$ cat config.mk
export PLATFORM = sky130hd
export DESIGN_NAME = stereo_gain_ramp_peak_meter_unit
export DESIGN_NICKNAME = d
export VERILOG_FILES = /design/src/design/sgr_pkg.sv /design/src/design/stereo_gain_ramp_peak_meter_unit.sv /design/src/design/sgr_chan_scale.sv /design/src/design/sgr_level_meter.sv
export SDC_FILE = /design/constraint.sdc
export NUM_CORES = 2
export LEC_CHECK = 0
export BUFFER_PORTS_ARGS = -buffer_cell sky130_fd_sc_hd__buf_2
export CORE_MARGIN = 2
export CORE_UTILIZATION = 55
export DETAILED_ROUTE_END_ITERATION = 10
export PLACE_DENSITY = 0.71
export SYNTH_ARGS = -nofsm -noshare
export SYNTH_HDL_FRONTEND = slang
export SYNTH_SLANG_ARGS = --single-unit
$ cat constraint.sdc
create_clock -name clock -period 9.5 [get_ports clock]
set_clock_uncertainty 0.05 [all_clocks]
set_input_delay 0.95 -clock clock [delete_from_list [all_inputs] [get_ports clock]]
set_output_delay 0.95 -clock clock [all_outputs]
set_load 0.01 [all_outputs]
$ cat src/design/sgr_pkg.sv
// shared constants, control structs and the level threshold function
// for the stereo gain ramp and peak meter unit; no dependencies
`timescale 1ns / 1ps
`default_nettype none

package sgr_pkg;

   localparam int GAIN_W    = 12;
   localparam int SAMPLE_W  = 16;
   localparam int MAG_W     = 15;
   localparam int PROD_W    = 28;
   localparam int LEVEL_W   = 7;
   localparam int LEVEL_MAX = 100;

   localparam logic [GAIN_W-1:0] RAMP_STEP  = 12'd10;
   localparam logic [GAIN_W-1:0] GAIN_UNITY = 12'd1000;
   localparam logic [MAG_W-1:0]  SAMPLE_LIMIT = 15'd32767;

   // |sample * gain| at or above this gives a quotient beyond the limit
   localparam logic [PROD_W-1:0] CLAMP_PRODUCT = 28'd32768000;

   // floor(m / 1000) == (m * DIV_RECIP) >> DIV_SHIFT for m < 2**25
   localparam int              DIV_IN_W  = 25;
   localparam int              RECIP_W   = 26;
   localparam logic [RECIP_W-1:0] DIV_RECIP = 26'd34359739;
   localparam int              DIV_SHIFT = 35;
   localparam int              DIV_PROD_W = DIV_IN_W + RECIP_W;

   localparam int SMOOTH_W     = 10;
   localparam logic [SMOOTH_W-1:0] SMOOTH_OLD = 10'd7;
   localparam int SMOOTH_SHIFT = 3;

   typedef struct packed {
      logic load2;
      logic load3;
   } lane_ctl_type;

   typedef struct packed {
      logic load4;
      logic load5;
      logic last3;
      logic last4;
   } meter_ctl_type;

   // smallest peak that reaches level n: ceil(32767 * 10^((n - 100) / 50))
   function automatic logic [MAG_W-1:0] level_threshold(input int n);
      real expo;
      real thr;
      expo = (real'(n) - real'(LEVEL_MAX)) / 50.0;
      thr  = $ceil(real'(SAMPLE_LIMIT) * $pow(10.0, expo));
      return MAG_W'(int'(thr));
   endfunction

endpackage

`default_nettype wire

$ cat src/design/stereo_gain_ramp_peak_meter_unit.sv
// top level of the stereo gain ramp and peak meter unit
// uses sgr_pkg, sgr_chan_scale and sgr_level_meter
//
//   port group   direction   handshake             payload
//   req_*        in          req_valid/req_stall   left_in, right_in, last_frame
//   rsp_*        out         rsp_valid/rsp_stall   left_out, right_out,
//                                                  meter_level, end_of_buffer
//   csr_*        in          csr_wr_en             wr_data (target gain)
//
// one request per cycle sustained while rsp_stall is low; accept to rsp_valid
// passes input reg, product reg, quotient reg, peak/threshold reg, result reg
// each stage holds only while full and its successor is blocked, so bubbles
// close up and a request is taken whenever the result stage is empty or taken
// synchronous reset clears valids, peak and level, sets gain to unity; no clearing pass
`timescale 1ns / 1ps
`default_nettype none

module stereo_gain_ramp_peak_meter_unit (
   input  wire                                   clock,
   input  wire                                   reset,
   input  wire                                   csr_wr_en,
   input  wire        [sgr_pkg::GAIN_W-1:0]      csr_wr_data,
   input  wire                                   req_valid,
   output logic                                  req_stall,
   input  wire signed [sgr_pkg::SAMPLE_W-1:0]    req_left_in,
   input  wire signed [sgr_pkg::SAMPLE_W-1:0]    req_right_in,
   input  wire                                   req_last_frame,
   output logic                                  rsp_valid,
   input  wire                                   rsp_stall,
   output logic signed [sgr_pkg::SAMPLE_W-1:0]   rsp_left_out,
   output logic signed [sgr_pkg::SAMPLE_W-1:0]   rsp_right_out,
   output logic       [sgr_pkg::LEVEL_W-1:0]     rsp_meter_level,
   output logic                                  rsp_end_of_buffer
);

   logic [sgr_pkg::GAIN_W-1:0] target_ff;
   logic [sgr_pkg::GAIN_W-1:0] gain_ff;
   logic [sgr_pkg::GAIN_W-1:0] gain_in;
   logic [sgr_pkg::GAIN_W:0]   gain_up;
   logic [sgr_pkg::GAIN_W:0]   target_up;

   logic v1_ff, v2_ff, v3_ff, v4_ff, v5_ff;
   logic rdy1, rdy2, rdy3, rdy4, rdy5;
   logic load1;
   sgr_pkg::lane_ctl_type  lane_ctl;
   sgr_pkg::meter_ctl_type meter_ctl;

   logic signed [sgr_pkg::SAMPLE_W-1:0] s1_left_ff, s1_right_ff;
   logic [sgr_pkg::GAIN_W-1:0]          s1_gain_ff;
   logic s1_last_ff, s2_last_ff, s3_last_ff, s4_last_ff, s5_last_ff;

   logic signed [sgr_pkg::SAMPLE_W-1:0] s3_left, s3_right;
   logic [sgr_pkg::MAG_W-1:0]           s3_mag_left, s3_mag_right;
   logic signed [sgr_pkg::SAMPLE_W-1:0] s4_left_ff, s4_right_ff;
   logic signed [sgr_pkg::SAMPLE_W-1:0] s5_left_ff, s5_right_ff;

   // pipeline flow control
   always_comb begin
      rdy5      = !v5_ff || !rsp_stall;
      rdy4      = !v4_ff || rdy5;
      rdy3      = !v3_ff || rdy4;
      rdy2      = !v2_ff || rdy3;
      rdy1      = !v1_ff || rdy2;
      load1     = req_valid && rdy1;
      req_stall = !rdy1;
      lane_ctl.load2  = v1_ff && rdy2;
      lane_ctl.load3  = v2_ff && rdy3;
      meter_ctl.load4 = v3_ff && rdy4;
      meter_ctl.load5 = v4_ff && rdy5;
      meter_ctl.last3 = s3_last_ff;
      meter_ctl.last4 = s4_last_ff;
   end

   always_ff @(posedge clock) begin
      if (reset) begin
         v1_ff <= 1'b0;
         v2_ff <= 1'b0;
         v3_ff <= 1'b0;
         v4_ff <= 1'b0;
         v5_ff <= 1'b0;
      end else begin
         if (rdy1) v1_ff <= req_valid;
         if (rdy2) v2_ff <= v1_ff;
         if (rdy3) v3_ff <= v2_ff;
         if (rdy4) v4_ff <= v3_ff;
         if (rdy5) v5_ff <= v4_ff;
      end
   end

   // gain ramp toward target, one step per request
   always_comb begin
      gain_up   = {1'b0, gain_ff} + {1'b0, sgr_pkg::RAMP_STEP};
      target_up = {1'b0, target_ff} + {1'b0, sgr_pkg::RAMP_STEP};
      if (gain_up < {1'b0, target_ff}) begin
         gain_in = gain_ff + sgr_pkg::RAMP_STEP;
      end else if ({1'b0, gain_ff} > target_up) begin
         gain_in = gain_ff - sgr_pkg::RAMP_STEP;
      end else begin
         gain_in = target_ff;
      end
   end

   always_ff @(posedge clock) begin
      if (reset) begin
         target_ff <= sgr_pkg::GAIN_UNITY;
         gain_ff   <= sgr_pkg::GAIN_UNITY;
      end else begin
         if (csr_wr_en) target_ff <= csr_wr_data;
         if (load1)     gain_ff   <= gain_in;
      end
   end

   // payload registers
   always_ff @(posedge clock) begin
      if (load1) begin
         s1_left_ff  <= req_left_in;
         s1_right_ff <= req_right_in;
         s1_gain_ff  <= gain_in;
         s1_last_ff  <= req_last_frame;
      end
      if (lane_ctl.load2)  s2_last_ff <= s1_last_ff;
      if (lane_ctl.load3)  s3_last_ff <= s2_last_ff;
      if (meter_ctl.load4) begin
         s4_left_ff  <= s3_left;
         s4_right_ff <= s3_right;
         s4_last_ff  <= s3_last_ff;
      end
      if (meter_ctl.load5) begin
         s5_left_ff  <= s4_left_ff;
         s5_right_ff <= s4_right_ff;
         s5_last_ff  <= s4_last_ff;
      end
   end

   sgr_chan_scale u_scale_left (
      .clock     (clock),
      .ctl       (lane_ctl),
      .sample    (s1_left_ff),
      .gain      (s1_gain_ff),
      .value     (s3_left),
      .magnitude (s3_mag_left)
   );

   sgr_chan_scale u_scale_right (
      .clock     (clock),
      .ctl       (lane_ctl),
      .sample    (s1_right_ff),
      .gain      (s1_gain_ff),
      .value     (s3_right),
      .magnitude (s3_mag_right)
   );

   sgr_level_meter u_meter (
      .clock     (clock),
      .reset     (reset),
      .ctl       (meter_ctl),
      .mag_left  (s3_mag_left),
      .mag_right (s3_mag_right),
      .level     (rsp_meter_level)
   );

   assign rsp_valid         = v5_ff;
   assign rsp_left_out      = s5_left_ff;
   assign rsp_right_out     = s5_right_ff;
   assign rsp_end_of_buffer = s5_last_ff;

endmodule

`default_nettype wire

$ cat src/design/sgr_chan_scale.sv
// one channel lane: sample times gain, then divide by 1000 with clamp
// two registered stages; uses sgr_pkg
`timescale 1ns / 1ps
`default_nettype none

module sgr_chan_scale (
   input  wire                                   clock,
   input  wire sgr_pkg::lane_ctl_type            ctl,
   input  wire signed [sgr_pkg::SAMPLE_W-1:0]    sample,
   input  wire        [sgr_pkg::GAIN_W-1:0]      gain,
   output logic signed [sgr_pkg::SAMPLE_W-1:0]   value,
   output logic       [sgr_pkg::MAG_W-1:0]       magnitude
);

   logic [sgr_pkg::SAMPLE_W-1:0]   abs_sample;
   logic [sgr_pkg::PROD_W-1:0]     mag_in;
   logic [sgr_pkg::PROD_W-1:0]     mag_ff;
   logic                           neg_ff;
   logic                           over;
   logic [sgr_pkg::DIV_PROD_W-1:0] quot_prod;
   logic [sgr_pkg::MAG_W-1:0]      quot_in;
   logic signed [sgr_pkg::SAMPLE_W-1:0] value_in;
   logic signed [sgr_pkg::SAMPLE_W-1:0] value_ff;
   logic [sgr_pkg::MAG_W-1:0]      mag_out_ff;

   // magnitude product
   always_comb begin
      abs_sample = sample[sgr_pkg::SAMPLE_W-1] ? (~sample + 16'd1) : sample;
      mag_in     = sgr_pkg::PROD_W'(abs_sample) * sgr_pkg::PROD_W'(gain);
   end

   always_ff @(posedge clock) begin
      if (ctl.load2) begin
         mag_ff <= mag_in;
         neg_ff <= sample[sgr_pkg::SAMPLE_W-1];
      end
   end

   // divide by 1000 via reciprocal, clamp, restore sign
   always_comb begin
      over      = mag_ff >= sgr_pkg::CLAMP_PRODUCT;
      quot_prod = sgr_pkg::DIV_PROD_W'(mag_ff[sgr_pkg::DIV_IN_W-1:0])
                  * sgr_pkg::DIV_PROD_W'(sgr_pkg::DIV_RECIP);
      quot_in   = over ? sgr_pkg::SAMPLE_LIMIT
                       : quot_prod[sgr_pkg::DIV_SHIFT +: sgr_pkg::MAG_W];
      value_in  = neg_ff ? -$signed(sgr_pkg::SAMPLE_W'(quot_in))
                         : $signed(sgr_pkg::SAMPLE_W'(quot_in));
   end

   always_ff @(posedge clock) begin
      if (ctl.load3) begin
         value_ff   <= value_in;
         mag_out_ff <= quot_in;
      end
   end

   assign value     = value_ff;
   assign magnitude = mag_out_ff;

endmodule

`default_nettype wire

$ cat src/design/sgr_level_meter.sv
// buffer peak tracking, threshold compare and smoothed level register
// two registered stages; uses sgr_pkg
`timescale 1ns / 1ps
`default_nettype none

module sgr_level_meter (
   input  wire                              clock,
   input  wire                              reset,
   input  wire sgr_pkg::meter_ctl_type      ctl,
   input  wire [sgr_pkg::MAG_W-1:0]         mag_left,
   input  wire [sgr_pkg::MAG_W-1:0]         mag_right,
   output logic [sgr_pkg::LEVEL_W-1:0]      level
);

   logic [sgr_pkg::MAG_W-1:0]     frame_peak;
   logic [sgr_pkg::MAG_W-1:0]     peak_in;
   logic [sgr_pkg::MAG_W-1:0]     peak_ff;
   logic [sgr_pkg::LEVEL_MAX-1:0] thr_hit;
   logic [sgr_pkg::LEVEL_MAX-1:0] therm_ff;
   logic [sgr_pkg::LEVEL_W-1:0]   raw_level;
   logic [sgr_pkg::SMOOTH_W-1:0]  smooth_sum;
   logic [sgr_pkg::LEVEL_W-1:0]   level_in;
   logic [sgr_pkg::LEVEL_W-1:0]   level_ff;

   always_comb begin
      frame_peak = (mag_left > mag_right) ? mag_left : mag_right;
      peak_in    = (frame_peak > peak_ff) ? frame_peak : peak_ff;
   end

   for (genvar gi = 0; gi < sgr_pkg::LEVEL_MAX; gi++) begin : g_thr
      localparam logic [sgr_pkg::MAG_W-1:0] THR = sgr_pkg::level_threshold(gi + 1);
      assign thr_hit[gi] = peak_in >= THR;
   end

   always_ff @(posedge clock) begin
      if (reset) begin
         peak_ff <= '0;
      end else if (ctl.load4) begin
         peak_ff <= ctl.last3 ? '0 : peak_in;
      end
   end

   always_ff @(posedge clock) begin
      if (ctl.load4) begin
         therm_ff <= thr_hit;
      end
   end

   // at buffer end a rising level is taken at once, a falling level smoothed
   always_comb begin
      raw_level  = sgr_pkg::LEVEL_W'($countones(therm_ff));
      smooth_sum = sgr_pkg::SMOOTH_W'(level_ff) * sgr_pkg::SMOOTH_OLD
                   + sgr_pkg::SMOOTH_W'(raw_level);
      if (!ctl.last4) begin
         level_in = level_ff;
      end else if (raw_level > level_ff) begin
         level_in = raw_level;
      end else begin
         level_in = sgr_pkg::LEVEL_W'(smooth_sum >> sgr_pkg::SMOOTH_SHIFT);
      end
   end

   always_ff @(posedge clock) begin
      if (reset) begin
         level_ff <= '0;
      end else if (ctl.load5) begin
         level_ff <= level_in;
      end
   end

   assign level = level_ff;

endmodule

`default_nettype wire

==> impl_metrics.tcl <==
set metrics [dict create \
    status "finished, final reports clean" \
    cp_common_cell "fa_1" \
    wl_met3_um 8780 \
    drt_first_pass_iters 8 \
    cpMaxStageDelayCell "fa_1" \
    post_cts_resized 0 \
    start_util_pct 55.62 \
    drc 0 \
    synth_top_area_share_pct 29.46 \
    cts-root-buf "clkbuf_16" \
    max_freq_mhz 114.1 \
    clkSinkCount 382 \
    path_max_fanout 3 \
    drv_slew 0 \
    synthArstFlopShare_pct 0 \
    clk_latency_ns 0.63 \
    portBuffers 91 \
    grt_pass1_wl_um 222500 \
    critPathMaxStageDelay_ns 0.54 \
    core_area_mm2 0.09699 \
    syn_avg_cell_area_um2 9.977 \
    finalCriticalPeriod_ns 8.762 \
    ys_seq_elements 382 \
    numCtsBuffers 46 \
    wl_per_cell_um 20.29 \
    hpwl_um 112200 \
    synth-seq-area-share_pct 20.32 \
    num_rows 114 \
    path_buf_inv 7 \
    gp_congestion 1.018 \
    synth_edf_count 331 \
    area_growth_pct 7.067 \
    holdBufCountCts 0 \
    cp.required_ns 9.96 \
    cap_violations 0 \
    cts_tree "yes" \
    grt_max_degree 69 \
    hold_viol 0 \
    fp.dieW_um 317.2 \
    hp-class "reg2reg" \
    wirelength_um 137700 \
    synth_area_leaders "fa_1 29%, edfxtp_1 18%, ha_1 18%, inv_1 8.8%, nand2_1 3.1%" \
    setup_viol 0 \
    h-tree-depth 2 \
    synth_fp_nets 7045 \
    rsz0062_at_grt "no" \
    antenna_found_initial 3 \
    drive_gt1_share_pct 5.806 \
    dr_wl_met2_um 64740 \
    yosys_warnings 0 \
    io_pins 92 \
    final_nets 7112 \
    cts.clk_slew.worst_paths_ns 0.07 \
    syn_inst 5407 \
    cp-end-kind "register" \
    gr-total-overflow 0 \
    first_iter_violations 2965 \
    die_height_um 317.2 \
    routed_via_density 5.624 \
    ys_types 79 \
    synth_top_cell_by_area "fa_1" \
    met1Wirelength_um 59550 \
    grt_pass1_vias 40646 \
    nFillCells 8214 \
    path_delay_family "adder cells" \
    worst_pin_slew_ns 1.349 \
    critPathKind "reg2reg" \
    fin_crit_sh_pct 92.23 \
    clock_path_buffers 3 \
    die_area_mm2 0.1006 \
    start_kind "register" \
    cp.arrival_ns 9.22 \
    relSlewSlack_pct 9.361 \
    vias 38184 \
    synth_area_mm2 0.05395 \
    setup_tns_ns 0 \
    top_layer_used "met5" \
    ys.flop_type "edfxtp_1" \
    ant_nets 0 \
    track_usage_pct 28.61 \
    post_cts_buffers 0 \
]
==> registers in the layout, summed over array words and instances (netlist names), 16 cells and up <==
signal and cells:
s4_left_ff 16, s4_right_ff 16, rsp_right_out 16, u_meter.therm_ff 100, u_scale_left.mag_ff 28, s1_left_ff 16, u_scale_right.mag_ff 28, s1_right_ff 16
rsp_left_out 16
==> Yosys cell counts, types with 6 or more instances <==
master / count
nor3_1: 47
inv_1: 1266
ha_1: 794
o221ai_1: 7
mux2i_1: 41
a21o_1: 44
dfxtp_1: 51
nand3_1: 67
xnor2_1: 109
a211o_1: 13
o41ai_1: 10
o21bai_1: 18
mux2_2: 35
a22oi_1: 17
o31ai_1: 37
o211ai_1: 27
a211oi_1: 32
and3_1: 17
o21ai_0: 144
or2_2: 18
o31a_1: 6
a21boi_0: 9
nor4_1: 33
or4_1: 8
and4_1: 8
clkbuf_1: 132
fa_1: 794
edfxtp_1: 331
nor2_1: 176
a21oi_1: 190
xor2_1: 36
o21ai_1: 23
nand4_1: 44
o21a_1: 32
buf_1: 7
nand2_1: 439
a311oi_1: 10
and2_1: 150
or3_1: 16
nand2b_1: 23
nor2b_1: 29
a31oi_1: 43
==> worst paths after layout <==
check                                        start                            end  slack (ns)  cells past startpoint
setup / recovery    u_meter.therm_ff[14]$_DFFE_PP_  u_meter.level[6]$_SDFFE_PP0P_        0.74                     30
setup reg to reg    u_meter.therm_ff[14]$_DFFE_PP_  u_meter.level[6]$_SDFFE_PP0P_        0.74                     30
hold reg to reg   u_scale_left.value[11]$_DFFE_PP_       s4_left_ff[11]$_DFFE_PP_        0.36                      0
hold / removal    u_scale_left.value[11]$_DFFE_PP_       s4_left_ff[11]$_DFFE_PP_        0.36                      0
==> cell families (layout without fill, tap and decap cells) <==
| group | Yosys count | in the layout | share of synthesized area [%] |
|---|---|---|---|
| compound gates | 716 | 716 | 8.495 |
| other cells | 0 | 1 | 0 |
| buf+inv | 1410 | 1515 | 9.827 |
| simple gates | 1090 | 1090 | 9.637 |
| xor+xnor | 145 | 145 | 2.354 |
| fa+ha+maj | 1588 | 1588 | 47.88 |
| flops | 382 | 382 | 20.32 |
| mux | 76 | 76 | 1.491 |
==> final cells by class <==
type | instances | area, µm² | area share, %
antenna | 1 | 2.502 | 0.004332
timing repair buffer | 163 | 996.0 | 1.724
multi-input combinational | 3615 | 37800 | 65.43
inverter | 1266 | 4755 | 8.232
clock buffer | 56 | 1230 | 2.129
tap | 1276 | 1597 | 2.764
clock inverter | 30 | 425.4 | 0.7365
sequential | 382 | 10960 | 18.98
==> layer usage <==
metal,up-vias,GRT usage [%]
li1,17625,-
met1,19015,39.12
met2,1252,47.76
met3,288,3.561
met4,4,8.888
met5,-,0
==> layout by cell type, fill, tap and decap left out, types with 51 or more instances in the layout <==
cell type  count
a21oi_1      189
and2_1       150
buf_2         91
buf_4         72
dfxtp_1       51
edfxtp_1     331
fa_1         794
ha_1         794
inv_1       1265
nand2_1      439
nand3_1       67
nor2_1       175
o21ai_0      142
xnor2_1      109
==> stage by stage <==
stage	hold slack [ns]	utilization [%]	cell area [µm²]	setup WS, ns	std cells
2_1_floorplan	0.3503	-	53950	1.237	5407
3_3_place_gp	0.3530	57.84	56100	0.8567	6702
3_5_place_dp	0.3545	57.84	56100	0.7871	6702
4_1_cts	0.3585	59.55	57760	0.6599	6788
5_1_grt	0.3713	59.55	57760	0.1463	6788
6_report	0.3557	59.55	57760	0.7381	6789
Power is left out: the tool's default activity adds up to more than one toggle a clock period on the data nets, which glitch-free logic cannot reach.
